## src/design/slr_pkg.sv

```systemverilog
// ============================================================================
// slr_pkg - shared definitions for the shuffled Lehmer draw generator
// Constants of the generator, field widths and the command and status
// structures that pass between the controller and the datapath.
// ============================================================================
package slr_pkg;

  // Field widths of one request and one result.
  localparam int BOUND_W  = 32;
  localparam int SAMPLE_W = 31;
  localparam int SEED_W   = 31;

  // Park-Miller minimal standard generator.
  localparam int MULT_W = 15;
  localparam logic [MULT_W-1:0]   LEH_MULT   = 15'd16807;
  localparam logic [SAMPLE_W-1:0] LEH_MOD    = 31'h7FFF_FFFF;
  localparam logic [SAMPLE_W-1:0] SAMPLE_CAP = 31'd2147483389;

  // Default number of entries in the shuffle table.
  localparam int TABLE_DEPTH_DEF = 32;

  // Warm-up steps run on top of one step per table entry when reseeding.
  localparam int WARMUP_EXTRA = 8;

  // Commands from the controller to the datapath.
  typedef struct packed {
    logic accept;     // capture the request fields
    logic seed_load;  // load the cleaned seed into the generator
    logic step_mul;   // generator state times the multiplier
    logic step_fold;  // fold the product back modulo 2^31-1
    logic fill_we;    // write the folded value into the table
    logic fill_last;  // last fill step: this value becomes the last output
    logic idx_mul;    // reciprocal multiply for the table index
    logic tbl_read;   // read the table at the derived index
    logic swap;       // take the sample, store the fresh value in its place
    logic scale_mul;  // interval width times capped sample
    logic scale_est;  // quotient estimate
    logic scale_rem;  // remainder of the estimate
    logic scale_fix;  // final quotient and remainder flag
    logic out_load;   // load the output register
  } slr_cmd_t;

  // Status from the datapath to the controller.
  typedef struct packed {
    logic last_zero;  // table has never been filled
  } slr_sts_t;

endpackage

```

## src/design/slr_req_if.sv

```systemverilog
// ============================================================================
// slr_req_if - request channel of the shuffled Lehmer draw generator
// Valid/ready channel carrying the interval bounds and the reseed request.
// ============================================================================
interface slr_req_if
  import slr_pkg::*;
  ();
  logic                       valid;
  logic                       ready;
  logic signed [BOUND_W-1:0]  lower_bound;
  logic signed [BOUND_W-1:0]  upper_bound;
  logic                       restart;
  logic        [SEED_W-1:0]   seed_value;

  modport source (
    output valid, lower_bound, upper_bound, restart, seed_value,
    input  ready
  );

  modport sink (
    input  valid, lower_bound, upper_bound, restart, seed_value,
    output ready
  );
endinterface

```

## src/design/slr_rsp_if.sv

```systemverilog
// ============================================================================
// slr_rsp_if - result channel of the shuffled Lehmer draw generator
// Valid/ready channel carrying the raw sample and the scaled value.
// ============================================================================
interface slr_rsp_if
  import slr_pkg::*;
  ();
  logic                       valid;
  logic                       ready;
  logic        [SAMPLE_W-1:0] raw_sample;
  logic signed [BOUND_W-1:0]  scaled_value;

  modport source (
    output valid, raw_sample, scaled_value,
    input  ready
  );

  modport sink (
    input  valid, raw_sample, scaled_value,
    output ready
  );
endinterface

```

## src/design/slr_ram.sv

```systemverilog
// ============================================================================
// slr_ram - generic single-port-write, single-port-read RAM
// One write and one registered read per cycle.
// ============================================================================
module slr_ram
  import slr_pkg::*;
#(
  parameter int WIDTH = SAMPLE_W,
  parameter int DEPTH = TABLE_DEPTH_DEF
) (
  input  logic                     clk,
  input  logic                     we,
  input  logic [$clog2(DEPTH)-1:0] waddr,
  input  logic [WIDTH-1:0]         wdata,
  input  logic                     re,
  input  logic [$clog2(DEPTH)-1:0] raddr,
  output logic [WIDTH-1:0]         rdata
);

  logic [WIDTH-1:0] mem [DEPTH];
  logic [WIDTH-1:0] rdata_r;

  always_ff @(posedge clk) begin
    if (we) begin
      mem[waddr] <= wdata;
    end
    if (re) begin
      rdata_r <= mem[raddr];
    end
  end

  assign rdata = rdata_r;

endmodule

```

## src/design/slr_ctrl.sv

```systemverilog
// ============================================================================
// slr_ctrl - sequencer of the shuffled Lehmer draw generator
// Steps through reseeding, table fill, the draw and the scaling, and owns
// the output register's valid flag.
// ============================================================================
module slr_ctrl
  import slr_pkg::*;
#(
  parameter int TABLE_DEPTH = TABLE_DEPTH_DEF
) (
  input  logic                           clk,
  input  logic                           rst_n,
  input  logic                           in_valid,
  input  logic                           in_restart,
  input  logic                           out_ready,
  input  slr_sts_t                       sts,
  output logic                           in_ready,
  output logic                           out_valid,
  output slr_cmd_t                       cmd,
  output logic [$clog2(TABLE_DEPTH)-1:0] fill_addr
);

  localparam int AW = $clog2(TABLE_DEPTH);
  localparam int CW = $clog2(TABLE_DEPTH + WARMUP_EXTRA);

  localparam logic [3:0] S_IDLE  = 4'd0;
  localparam logic [3:0] S_SEED  = 4'd1;
  localparam logic [3:0] S_FMUL  = 4'd2;
  localparam logic [3:0] S_FFOLD = 4'd3;
  localparam logic [3:0] S_DIDX  = 4'd4;
  localparam logic [3:0] S_DRD   = 4'd5;
  localparam logic [3:0] S_DSWAP = 4'd6;
  localparam logic [3:0] S_SMUL  = 4'd7;
  localparam logic [3:0] S_SEST  = 4'd8;
  localparam logic [3:0] S_SREM  = 4'd9;
  localparam logic [3:0] S_SFIX  = 4'd10;
  localparam logic [3:0] S_DONE  = 4'd11;

  logic [3:0]    state_r, state_nxt;
  logic [CW-1:0] cnt_r, cnt_nxt;
  logic          out_valid_r, out_valid_nxt;
  logic          accept;
  logic          out_free;

  assign in_ready  = (state_r == S_IDLE);
  assign accept    = in_valid && in_ready;
  assign out_free  = !out_valid_r || out_ready;
  assign out_valid = out_valid_r;
  assign fill_addr = cnt_r[AW-1:0];

  always_comb begin
    state_nxt = state_r;
    cnt_nxt   = cnt_r;
    cmd       = '0;
    case (state_r)
      S_IDLE: begin
        if (accept) begin
          cmd.accept = 1'b1;
          state_nxt  = (in_restart || sts.last_zero) ? S_SEED : S_DIDX;
        end
      end
      S_SEED: begin
        cmd.seed_load = 1'b1;
        cnt_nxt       = CW'(TABLE_DEPTH + WARMUP_EXTRA - 1);
        state_nxt     = S_FMUL;
      end
      S_FMUL: begin
        cmd.step_mul = 1'b1;
        state_nxt    = S_FFOLD;
      end
      S_FFOLD: begin
        cmd.step_fold = 1'b1;
        cmd.fill_we   = (cnt_r < CW'(TABLE_DEPTH));
        if (cnt_r == '0) begin
          cmd.fill_last = 1'b1;
          state_nxt     = S_DIDX;
        end else begin
          cnt_nxt   = cnt_r - CW'(1);
          state_nxt = S_FMUL;
        end
      end
      S_DIDX: begin
        cmd.idx_mul  = 1'b1;
        cmd.step_mul = 1'b1;
        state_nxt    = S_DRD;
      end
      S_DRD: begin
        cmd.step_fold = 1'b1;
        cmd.tbl_read  = 1'b1;
        state_nxt     = S_DSWAP;
      end
      S_DSWAP: begin
        cmd.swap  = 1'b1;
        state_nxt = S_SMUL;
      end
      S_SMUL: begin
        cmd.scale_mul = 1'b1;
        state_nxt     = S_SEST;
      end
      S_SEST: begin
        cmd.scale_est = 1'b1;
        state_nxt     = S_SREM;
      end
      S_SREM: begin
        cmd.scale_rem = 1'b1;
        state_nxt     = S_SFIX;
      end
      S_SFIX: begin
        cmd.scale_fix = 1'b1;
        state_nxt     = S_DONE;
      end
      S_DONE: begin
        if (out_free) begin
          cmd.out_load = 1'b1;
          state_nxt    = S_IDLE;
        end
      end
      default: begin
        state_nxt = S_IDLE;
      end
    endcase
  end

  always_comb begin
    out_valid_nxt = out_valid_r;
    if (cmd.out_load) begin
      out_valid_nxt = 1'b1;
    end else if (out_ready) begin
      out_valid_nxt = 1'b0;
    end
  end

  always_ff @(posedge clk) begin
    if (!rst_n) begin
      state_r     <= S_IDLE;
      cnt_r       <= '0;
      out_valid_r <= 1'b0;
    end else begin
      state_r     <= state_nxt;
      cnt_r       <= cnt_nxt;
      out_valid_r <= out_valid_nxt;
    end
  end

endmodule

```

## src/design/slr_dpath.sv

```systemverilog
// ============================================================================
// slr_dpath - datapath of the shuffled Lehmer draw generator
// Generator state, shuffle table, table index and the interval scaling.
// ============================================================================
module slr_dpath
  import slr_pkg::*;
#(
  parameter int TABLE_DEPTH = TABLE_DEPTH_DEF
) (
  input  logic                           clk,
  input  logic                           rst_n,
  input  slr_cmd_t                       cmd,
  input  logic [$clog2(TABLE_DEPTH)-1:0] fill_addr,
  input  logic signed [BOUND_W-1:0]      in_lower,
  input  logic signed [BOUND_W-1:0]      in_upper,
  input  logic [SEED_W-1:0]              in_seed,
  output slr_sts_t                       sts,
  output logic [SAMPLE_W-1:0]            out_sample,
  output logic signed [BOUND_W-1:0]      out_scaled
);

  localparam int AW = $clog2(TABLE_DEPTH);
  localparam int QW = AW + 1;

  // Table index = last / BUCKET, done as a multiply by a rounded-up
  // reciprocal. With the shift of the sample width plus the bucket width the
  // quotient is exact for every 31-bit operand.
  localparam logic [63:0] BUCKET     = 64'd1 + (64'd2147483646 / TABLE_DEPTH);
  localparam int          BUCKET_W   = $clog2(BUCKET);
  localparam int          IDX_SH     = SAMPLE_W + BUCKET_W;
  localparam int          RECIP_W    = SAMPLE_W + 2;
  localparam logic [63:0] RECIP_FULL = ((64'd1 << IDX_SH) + BUCKET - 64'd1) / BUCKET;
  localparam logic [RECIP_W-1:0] IDX_RECIP = RECIP_FULL[RECIP_W-1:0];

  localparam int PROD_W  = SAMPLE_W + MULT_W;  // generator product
  localparam int SPROD_W = BOUND_W + SAMPLE_W; // scaling product

  // Generator and shuffle state.
  logic [SAMPLE_W-1:0] lehmer_r;
  logic [SAMPLE_W-1:0] last_r;
  logic [PROD_W-1:0]   mul_r;
  logic [SAMPLE_W:0]   fold_sum;
  logic [SAMPLE_W-1:0] fold_val;
  logic [SAMPLE_W-1:0] seed_clean;

  // Request.
  logic signed [BOUND_W-1:0] lo_r;
  logic [BOUND_W:0]          diff_r;
  logic [SEED_W-1:0]         seed_r;

  // Index and table.
  logic [63:0]          idx_prod_r;
  logic [QW-1:0]        idx_q;
  logic [AW-1:0]        idx_sat;
  logic [AW-1:0]        idx_r;
  logic                 ram_we;
  logic [AW-1:0]        ram_waddr;
  logic [SAMPLE_W-1:0]  ram_wdata;
  logic [SAMPLE_W-1:0]  ram_rdata;
  logic [SAMPLE_W-1:0]  sample_r;

  // Scaling.
  logic [BOUND_W-1:0]   mag_r;
  logic                 neg_r;
  logic [BOUND_W:0]     diff_neg;
  logic [SAMPLE_W-1:0]  capped;
  logic [SPROD_W-1:0]   sprod_r;
  logic [SPROD_W-1:0]   est_sum;
  logic [BOUND_W-1:0]   q0_r;
  logic [BOUND_W+1:0]   rem_full;
  logic [BOUND_W:0]     rem_r;
  logic                 rem_ge;
  logic [BOUND_W:0]     rem_fin;
  logic [BOUND_W-1:0]   quo_r;
  logic                 nz_r;
  logic [BOUND_W+1:0]   lo_ext;
  logic [BOUND_W+1:0]   quo_up;
  logic [BOUND_W+1:0]   res_full;

  logic [SAMPLE_W-1:0]       out_sample_r;
  logic signed [BOUND_W-1:0] out_scaled_r;

  // Mersenne fold: hi part plus lo part, then one conditional subtract.
  assign fold_sum = {1'b0, mul_r[SAMPLE_W-1:0]}
                  + {{(SAMPLE_W + 1 - MULT_W){1'b0}}, mul_r[PROD_W-1:SAMPLE_W]};
  assign fold_val = (fold_sum >= {1'b0, LEH_MOD})
                  ? SAMPLE_W'(fold_sum - {1'b0, LEH_MOD})
                  : fold_sum[SAMPLE_W-1:0];

  // A seed of zero or equal to the modulus would lock the generator.
  assign seed_clean = (seed_r == '0 || seed_r == LEH_MOD) ? SAMPLE_W'(1) : seed_r;

  assign idx_q   = idx_prod_r[IDX_SH +: QW];
  assign idx_sat = (idx_q > QW'(TABLE_DEPTH - 1)) ? AW'(TABLE_DEPTH - 1) : idx_q[AW-1:0];

  assign ram_we    = cmd.fill_we || cmd.swap;
  assign ram_waddr = cmd.swap ? idx_r : fill_addr;
  assign ram_wdata = cmd.swap ? lehmer_r : fold_val;

  slr_ram #(
    .WIDTH (SAMPLE_W),
    .DEPTH (TABLE_DEPTH)
  ) u_table (
    .clk   (clk),
    .we    (ram_we),
    .waddr (ram_waddr),
    .wdata (ram_wdata),
    .re    (cmd.tbl_read),
    .raddr (idx_sat),
    .rdata (ram_rdata)
  );

  assign diff_neg = -diff_r;
  assign capped   = (sample_r > SAMPLE_CAP) ? SAMPLE_CAP : sample_r;

  // Estimate (N + N/2^31) / 2^31 lies at most one below N / (2^31-1).
  assign est_sum  = sprod_r + (sprod_r >> SAMPLE_W);
  // Remainder N - q0*(2^31-1) is below twice the modulus, so 34 bits suffice.
  assign rem_full = sprod_r[BOUND_W+1:0] - {q0_r[2:0], {SAMPLE_W{1'b0}}}
                  + {2'b00, q0_r};
  assign rem_ge   = (rem_r >= {2'b00, LEH_MOD});
  assign rem_fin  = rem_ge ? (rem_r - {2'b00, LEH_MOD}) : rem_r;

  // A negative width needs the quotient rounded toward minus infinity.
  assign lo_ext   = {{2{lo_r[BOUND_W-1]}}, lo_r};
  assign quo_up   = {2'b00, quo_r} + {{(BOUND_W + 1){1'b0}}, nz_r};
  assign res_full = neg_r ? (lo_ext - quo_up) : (lo_ext + {2'b00, quo_r});

  always_ff @(posedge clk) begin
    if (!rst_n) begin
      lehmer_r <= '0;
      last_r   <= '0;
    end else begin
      if (cmd.seed_load) begin
        lehmer_r <= seed_clean;
      end else if (cmd.step_fold) begin
        lehmer_r <= fold_val;
      end
      if (cmd.fill_last) begin
        last_r <= fold_val;
      end else if (cmd.swap) begin
        last_r <= ram_rdata;
      end
    end
  end

  always_ff @(posedge clk) begin
    if (cmd.accept) begin
      lo_r   <= in_lower;
      diff_r <= {in_upper[BOUND_W-1], in_upper} - {in_lower[BOUND_W-1], in_lower};
      seed_r <= in_seed;
    end
    if (cmd.step_mul) begin
      mul_r <= lehmer_r * LEH_MULT;
    end
    if (cmd.idx_mul) begin
      idx_prod_r <= last_r * IDX_RECIP;
    end
    if (cmd.tbl_read) begin
      idx_r <= idx_sat;
    end
    if (cmd.swap) begin
      sample_r <= ram_rdata;
      neg_r    <= diff_r[BOUND_W];
      mag_r    <= diff_r[BOUND_W] ? diff_neg[BOUND_W-1:0] : diff_r[BOUND_W-1:0];
    end
    if (cmd.scale_mul) begin
      sprod_r <= mag_r * capped;
    end
    if (cmd.scale_est) begin
      q0_r <= est_sum[SPROD_W-1:SAMPLE_W];
    end
    if (cmd.scale_rem) begin
      rem_r <= rem_full[BOUND_W:0];
    end
    if (cmd.scale_fix) begin
      quo_r <= q0_r + {{(BOUND_W - 1){1'b0}}, rem_ge};
      nz_r  <= (rem_fin != '0);
    end
    if (cmd.out_load) begin
      out_sample_r <= sample_r;
      out_scaled_r <= res_full[BOUND_W-1:0];
    end
  end

  assign sts.last_zero = (last_r == '0);
  assign out_sample    = out_sample_r;
  assign out_scaled    = out_scaled_r;

endmodule

```

## src/design/shuffled_lehmer_uniform_rng.sv

```systemverilog
// ============================================================================
// shuffled_lehmer_uniform_rng - shuffled Lehmer uniform draw generator
// Minimal standard Lehmer generator behind a Bays-Durham shuffle table,
// with each draw scaled into a requested signed Q16.16 interval.
// ============================================================================
// Each request transfer yields exactly one result transfer. An ordinary draw
// runs from the request transfer until the block is ready for the next one:
// the sequencer walks through the index multiply, the table read, the table
// swap and a four-step scaling divide before loading the output register,
// and waits there while the output register still holds an untaken result.
// A request with restart set, and the first request after reset, first
// reseed the generator and run TABLE_DEPTH + 8 generator steps, each a
// multiply followed by the modulo fold. The shuffle table sits in a single
// RAM with one write and one registered read port; it needs no clearing,
// since it is always filled before it is first read. The output register
// holds a finished result until it is taken, and a new request is taken
// while it waits.
module shuffled_lehmer_uniform_rng
  import slr_pkg::*;
#(
  parameter int TABLE_DEPTH = TABLE_DEPTH_DEF
) (
  input  logic       clk,
  input  logic       rst_n,
  slr_req_if.sink    in_chan,
  slr_rsp_if.source  out_chan
);

  localparam int AW = $clog2(TABLE_DEPTH);

  slr_cmd_t      cmd;
  slr_sts_t      sts;
  logic [AW-1:0] fill_addr;

  // The controller owns the handshake and the order of the work; the
  // datapath only does what each command bit asks for in that cycle.
  slr_ctrl #(
    .TABLE_DEPTH (TABLE_DEPTH)
  ) u_ctrl (
    .clk        (clk),
    .rst_n      (rst_n),
    .in_valid   (in_chan.valid),
    .in_restart (in_chan.restart),
    .out_ready  (out_chan.ready),
    .sts        (sts),
    .in_ready   (in_chan.ready),
    .out_valid  (out_chan.valid),
    .cmd        (cmd),
    .fill_addr  (fill_addr)
  );

  // The datapath captures the request on the transfer, keeps the generator
  // and the table, and presents the registered result.
  slr_dpath #(
    .TABLE_DEPTH (TABLE_DEPTH)
  ) u_dpath (
    .clk        (clk),
    .rst_n      (rst_n),
    .cmd        (cmd),
    .fill_addr  (fill_addr),
    .in_lower   (in_chan.lower_bound),
    .in_upper   (in_chan.upper_bound),
    .in_seed    (in_chan.seed_value),
    .sts        (sts),
    .out_sample (out_chan.raw_sample),
    .out_scaled (out_chan.scaled_value)
  );

endmodule

```

## src/flat_wrapper.sv

```systemverilog
// flat-port wrapper written by rule: the top's interface ports become plain ports
module shuffled_lehmer_uniform_rng_flat import slr_pkg::*;
#(
  parameter int TABLE_DEPTH = TABLE_DEPTH_DEF
)
  (clk, rst_n, in_chan_valid, in_chan_lower_bound, in_chan_upper_bound, in_chan_restart, in_chan_seed_value, in_chan_ready, out_chan_valid, out_chan_raw_sample, out_chan_scaled_value, out_chan_ready);
  slr_req_if in_chan_i ();
  slr_rsp_if out_chan_i ();
  input  logic clk;
  input  logic rst_n;
  input wire logic [$bits(in_chan_i.valid)-1:0] in_chan_valid;
  input wire logic [$bits(in_chan_i.lower_bound)-1:0] in_chan_lower_bound;
  input wire logic [$bits(in_chan_i.upper_bound)-1:0] in_chan_upper_bound;
  input wire logic [$bits(in_chan_i.restart)-1:0] in_chan_restart;
  input wire logic [$bits(in_chan_i.seed_value)-1:0] in_chan_seed_value;
  output wire logic [$bits(in_chan_i.ready)-1:0] in_chan_ready;
  output wire logic [$bits(out_chan_i.valid)-1:0] out_chan_valid;
  output wire logic [$bits(out_chan_i.raw_sample)-1:0] out_chan_raw_sample;
  output wire logic [$bits(out_chan_i.scaled_value)-1:0] out_chan_scaled_value;
  input wire logic [$bits(out_chan_i.ready)-1:0] out_chan_ready;
  assign in_chan_i.valid = in_chan_valid;
  assign in_chan_i.lower_bound = in_chan_lower_bound;
  assign in_chan_i.upper_bound = in_chan_upper_bound;
  assign in_chan_i.restart = in_chan_restart;
  assign in_chan_i.seed_value = in_chan_seed_value;
  assign in_chan_ready = in_chan_i.ready;
  assign out_chan_valid = out_chan_i.valid;
  assign out_chan_raw_sample = out_chan_i.raw_sample;
  assign out_chan_scaled_value = out_chan_i.scaled_value;
  assign out_chan_i.ready = out_chan_ready;
  shuffled_lehmer_uniform_rng #(.TABLE_DEPTH(TABLE_DEPTH)) u_core (.clk(clk), .rst_n(rst_n), .in_chan(in_chan_i), .out_chan(out_chan_i));
endmodule
```

## config.mk

```make
export PLATFORM = sky130hd
export DESIGN_NAME = shuffled_lehmer_uniform_rng_flat
export DESIGN_NICKNAME = d
export VERILOG_FILES = /design/src/design/slr_pkg.sv /design/src/design/slr_req_if.sv /design/src/design/slr_rsp_if.sv /design/src/design/slr_ram.sv /design/src/design/slr_ctrl.sv /design/src/design/slr_dpath.sv /design/src/design/shuffled_lehmer_uniform_rng.sv /design/src/flat_wrapper.sv
export SDC_FILE = /design/constraint.sdc
export NUM_CORES = 2
export LEC_CHECK = 0
export BUFFER_PORTS_ARGS = -buffer_cell sky130_fd_sc_hd__buf_4
export CAP_MARGIN = 25
export CORE_UTILIZATION = 45
export CTS_CLUSTER_SIZE = 8
export DETAILED_ROUTE_END_ITERATION = 12
export GPL_TIMING_DRIVEN = 0
export PLACE_DENSITY = 0.68
export REMOVE_ABC_BUFFERS = 1
export SYNTH_ARGS = -nofsm -noshare
export SYNTH_HDL_FRONTEND = slang
export SYNTH_HIERARCHICAL = 1
export SYNTH_SLANG_ARGS = --single-unit
```

## constraint.sdc

```tcl
create_clock -name clk -period 11.8 [get_ports clk]
set_input_delay 0.59 -clock clk [delete_from_list [all_inputs] [get_ports clk]]
set_output_delay 0.59 -clock clk [all_outputs]
set_load 0.01 [all_outputs]
```

# Yosys cells after proc, flatten, opt, wreduce, memory -nomap -nowiden
# Memory sizes are Yosys's and may differ from the RTL's. A register that Yosys moved wholly into a read port is not among the register bits.
# Cells that the tools add are included.
dict set report word_totals {
  regBits 539
  ramBits 992
  word_cells 116
  n_memories 1
}
dict set report op_classes {
  n_addsub 13
  n_mul 2
  order_cmp 5
  eq_ne 15
  mux 40
  reduce_logical 19
}
# name words word_bits rd rd_ports_with_merged_regs wr line_no
set memory_table {}
lappend memory_table {u_core.u_dpath.u_table.mem 32 31 1 1 1 slr_ram.sv:20} ;# logic [WIDTH-1:0] mem [DEPTH];
# operator n
set op_table {}
lappend op_table {{31-bit 2-to-1 mux} 8}
lappend op_table {{32-bit by 1-bit adder with 32-bit output} 2}
lappend op_table {{32-bit 2-to-1 mux} 2}
lappend op_table {{63-bit by 32-bit adder with 63-bit output} 1}
lappend op_table {{32-bit by 31-bit multiplier with 63-bit output} 1}
lappend op_table {{31-bit logical NOT} 2}
lappend op_table {{4-bit case mux with 12 select lines} 1}
lappend op_table {{31-bit by 15-bit multiplier with 46-bit output (second input constant)} 1}
lappend op_table {{33-bit by 32-bit adder with 33-bit output} 1}
lappend op_table {{33-bit by 31-bit >= comparator with 1-bit output (second input constant)} 1}
lappend op_table {{33-bit 2-to-1 mux} 1}
lappend op_table {{33-bit nonzero test} 1}
lappend op_table {{32-bit by 32-bit subtractor with 33-bit output} 1}
lappend op_table {{33-bit by 31-bit subtractor with 33-bit output (second input constant)} 1}
lappend op_table {{33-bit subtractor} 1}
lappend op_table {{31-bit by 15-bit adder with 32-bit output} 1}
lappend op_table {{32-bit adder} 1}
lappend op_table {{32-bit by 31-bit >= comparator with 1-bit output (second input constant)} 1}
lappend op_table {{32-bit negator} 1}
lappend op_table {{32-bit subtractor} 1}
lappend op_table {{31-bit equality test (second input constant)} 1}
lappend op_table {{31-bit > comparator (second input constant)} 1}
lappend op_table {{31-bit subtractor (second input constant)} 1}
lappend op_table {{1-bit 2-to-1 mux} 19}
lappend op_table {{other kinds (23)} 42}

# Depth between registers and ports, before layout
dict set report depth {
  word_depth 6
  mapped_depth 33
  mapped_depth_nobuf 31
}

# Hierarchy
# Netlist, hierarchy kept.
# mod instances cells_each area_per_inst_um2 seq_area_each_um2
set modules_own_cells {}
lappend modules_own_cells {slr_dpath 1 6947 67980.2 14453.9}
lappend modules_own_cells {slr_ram 1 2192 39474.1 30719.5}
lappend modules_own_cells {slr_ctrl 1 98 762.0 220.2}

# Worst setup path before layout
# OpenSTA, ideal clock, no wires.
dict set report synth_path {
  path_type {flip-flop to flip-flop}
  startpoint {reg u_core.u_dpath.sample_r[19]}
  endpoint {reg u_core.u_dpath.sprod_r[62], data pin}
  t_arrival_ps 8350
  t_required_ps 11540
  path_slack_ps 3190
  path_stages_with_launch 31
  synth_period_minus_slack_ps 8610
  cell_sequence {edfxtp_1 -> nand4_1 -> nor4_1 -> nand4_1 -> o21bai_1 -> nand2b_1 -> clkbuf_1 -> nand2_1 -> fa_1 -> fa_1 -> fa_1 -> fa_1 -> inv_1 -> fa_1 -> fa_1 -> fa_1 -> inv_1 -> fa_1 -> inv_1 -> ha_1 -> and3_1 -> a221oi_1 -> o21bai_1 -> a21oi_1 -> o21bai_1 -> a221o_1 -> a41oi_1 -> o41ai_1 -> a221o_1 -> a21oi_1 -> xnor2_1}
}
dict set report synth_between {
  elab_chain_len 3
}
# element line_no
set synth_rtl {}
lappend synth_rtl {{start, declared} slr_dpath.sv:60} ;# logic [SAMPLE_W-1:0] sample_r;
lappend synth_rtl {{start signal, assigned} slr_dpath.sv:163} ;# sample_r <= ram_rdata;
lappend synth_rtl {{31-bit > comparator} slr_dpath.sv:114} ;# assign capped = (sample_r > SAMPLE_CAP) ? SAMPLE_CAP : sample_r;
lappend synth_rtl {{31-bit 2-to-1 mux *} slr_dpath.sv:114}
lappend synth_rtl {{32-bit by 31-bit multiplier with 63-bit output *} slr_dpath.sv:168} ;# sprod_r <= mag_r * capped;
lappend synth_rtl {{end signal, assigned} slr_dpath.sv:168}
lappend synth_rtl {{end, declared} slr_dpath.sv:67} ;# logic [SPROD_W-1:0] sprod_r;
# Every way passes the cells marked *; elsewhere a longest branch is shown, timed or not.
# A chain may end at the register's enable or synchronous reset.

# Worst setup path in the final report
dict set report layout_path {
  startpoint {reg u_core.u_dpath.sample_r[24]}
  endpoint {reg u_core.u_dpath.sprod_r[56], data pin}
}
# The elaborated chain is that of the path after synthesis.

==> impl_metrics.ini <==
[floorplan]
num_rows = 179
coreArea_um2 = 239000
initial_utilization_pct = 45.4
fp.dieW_um = 492
ioPinCount = 165
die_area_um2 = 242000
die_h_um = 492

[yosys]
synth_edf_count = 1463
syn_area_um2 = 108000
synthArstFlopShare_pct = 0
synth-seq-area-share_pct = 41.9
yosysMostFrequentCell = edfxtp_1
synthSimpleGateAreaFrac_pct = 10.2
ys_ff_latch = 1536
synth.avg_cell_area_um2 = 11.7
synth.distinct_cells = 94
synth.area.top_cells = edfxtp_1, fa_1, ha_1, mux2i_1, inv_1
synthTopCellsByCount = edfxtp_1, inv_1, fa_1
synth_top_area_cell = edfxtp_1
synth_top_family_by_area = adder cells
synthAdderAreaFrac_pct = 26.5
yosys.area.top_type_share_pct = 40.6
syn_inst = 9237
ys.flop_type = edfxtp_1
synth-compound-area-share_pct = 7.48
synth_xor_area_share_pct = 2.82
synthMuxAreaShare_pct = 5.11
yosysWarnings = 6

[grt]
grt_max_degree = 72
overflow = 0
antenna_found_initial = 6
track_usage_pct = 24.1
first_global_vias = 75300
grt_pass1_wl_um = 445000

[setup_path]
worstSetupPathType = reg2reg
arrival_ns = 12.03
path_buf_inv = 4
start_kind = flop
slowest_delay_ns = 0.91
crit_fanout = 19
cpLargestDelayFamily = adder cells
end_kind = flop
crit_top_cell = fa_1
crit_required_ns = 12.39
critPathSlowestCell = edfxtp_1

[placed_design]
io_buffer_count = 164
place_congestion = 0.916
dpl.hpwl_um = 217000

[timing]
setup_viol_count_final = 0
slew_headroom_pct = 25.1
finalHoldViolCount = 0
worst_slew_pin_slew_ns = 1.11
fin_crit_ns = 11.44
rsz0062_at_grt = false
period_share_pct = 96.9
holdWs_ns = 0.133
clock_skew_ns = 0.115
drv_slew = 0
max_freq_ghz = 0.0874

[clock_network]
insertion_delay_ns = 0.89
cts.htree.levels = 4
clk_path_buf_depth = 3
cts.sinks = 1536
cts_tree = built
cts_root_buffer = clkbuf_16
path_clk_slew_ns = 0.05
numCtsBuffers = 212

[drt]
drt_iter0_markers = 6133
via_per_inst = 5.66
wl_um = 290000
first_pass_iters = 8
drc_errors = 0
drt.antenna.violating_nets = 0
dr_total_vias = 72000
wire_per_inst_um = 22.8

[cells_and_area]
final_core_util_pct = 51.8
area_delta_synth_final_pct = 14.2
fin_nets = 11300
layout-drive-gt1-share_pct = 8.02

[worst_hold_path]
min_path_type = in2reg

[outcome]
run_status = finished clean

[run]
cap_violations = 0
## path summary, 6_finish.rpt
path | to | slack, ns | startpoint | cells after the start
setup / recovery | u_core/u_dpath/sprod_r[56]$_DFFE_PP_ | 0.36 | u_core/u_dpath/sample_r[24]$_DFFE_PP_ | 30
hold / removal | u_core/u_ctrl/out_valid$_SDFFE_PN0P_ | 0.13 | out_chan_ready | 3
setup reg to reg | u_core/u_dpath/sprod_r[56]$_DFFE_PP_ | 0.36 | u_core/u_dpath/sample_r[24]$_DFFE_PP_ | 30
hold reg to reg | u_core/u_dpath/sample_r[27]$_DFFE_PP_ | 0.46 | u_core/u_dpath/u_table/rdata[27]$_DFFE_PP_ | 0
## timing repair
item | CTS | global route
hold buffers | 63 | 0
endpoints found under the setup margin | 10 | 4
endpoints found under the hold margin | 63 | 0
pin swaps | 1 | 0
buffers inserted | 1 | 0
resized for setup | 0 | 4
gates cloned | 0 | 0
## sequential cells by signal, summed over array words and instances, names as in the netlist, 6 cells and up
| name | count |
|---|---|
| u_core/u_dpath/lo_r | 32 |
| u_core/u_dpath/sprod_r | 63 |
| u_core/u_dpath/seed_r | 31 |
| u_core/u_dpath/diff_r | 33 |
| u_core/u_dpath/q0_r | 32 |
| u_core/u_dpath/quo_r | 32 |
| u_core/u_dpath/mul_r | 46 |
| u_core/u_dpath/last_r | 31 |
| u_core/u_dpath/u_table/mem | 992 |
| u_core/u_dpath/out_sample | 31 |
| u_core/u_dpath/out_scaled | 32 |
| u_core/u_dpath/sample_r | 31 |
| u_core/u_dpath/u_table/rdata | 31 |
| u_core/u_dpath/rem_r | 33 |
| u_core/u_ctrl/cnt_r | 6 |
| u_core/u_dpath/mag_r | 32 |
| u_core/u_dpath/lehmer_r | 31 |
## layout make-up
cell class,instances,area [um2]
flip-flops and latches,1536,45400
repair buffers,436,6690
clock inverters,20,438
fillers,19900,115000
multi-input cells,6033,56800
inverters,1266,4750
clock buffers,266,5520
well taps,3167,3960
diodes,3,7.51
## metrics by stage
stage / cell area (um2) / setup slack (ns) / setup TNS (ns) / std cells
after floorplan: 106000 / -6.27 / -158.44 / 8835
after global placement: 112000 / -11.73 / -6673.56 / 12200
after detailed placement: 117000 / -0.412 / -2.23 / 12400
after CTS: 124000 / 0.325 / 0 / 12700
after global routing: 124000 / 0.0322 / 0 / 12700
final: 124000 / 0.361 / 0 / 12700
## cells by family after synthesis
kind of cell               after synthesis
DFF                                   1536
AOI/OAI and AO/OA                     1246
xor gates and xnor gates               348
buffers and inverters                 1668
muxes                                  549
adders and majority gates             1685
and+or+nand+nor                       2205
## tightest hold or removal path, delay by kind of cell
| family | cells | cell delay, ns |
|---|---|---|
| AO/OA/AOI/OAI | 1 | 0.08 |
| buffers and inverters | 1 | 0.08 |
| AND/OR/NAND/NOR | 1 | 0.14 |
## layer usage
metal | wire length, um | vias up | track usage, % | share of wire [%]
li1 | - | 32000 | - | -
met1 | 116000 | 36400 | 31.1 | 40
met2 | 139000 | 2914 | 39.9 | 48
met3 | 20400 | 667 | 3.49 | 7.0
met4 | 14500 | 0 | 11.4 | 5.0
met5 | 0 | - | 0 | 0
## cells in the final DEF, fill, tap and decap left out, types with 43 or more instances in the layout
cell and count:
clkbuf_16 212, buf_4 170, nor2_1 186, buf_16 122, a31oi_1 73, xnor2_1 268, fa_1 1005, a21oi_1 381
o21ai_0 172, buf_12 50, nand4_1 56, clkbuf_1 53, and2_1 542, a22o_1 62, nand3_1 191, dlygate4sd3_1 63
ha_1 680, nor3_1 87, and3_1 71, mux2i_1 512, a22oi_1 98, xor2_1 80, a21o_1 135, dfxtp_1 73
inv_1 1265, edfxtp_1 1463, nand2b_1 43, nand2_1 806
Power is not shown: default switching activity piles up to over one toggle a cycle in this logic, so the estimate is an artifact.
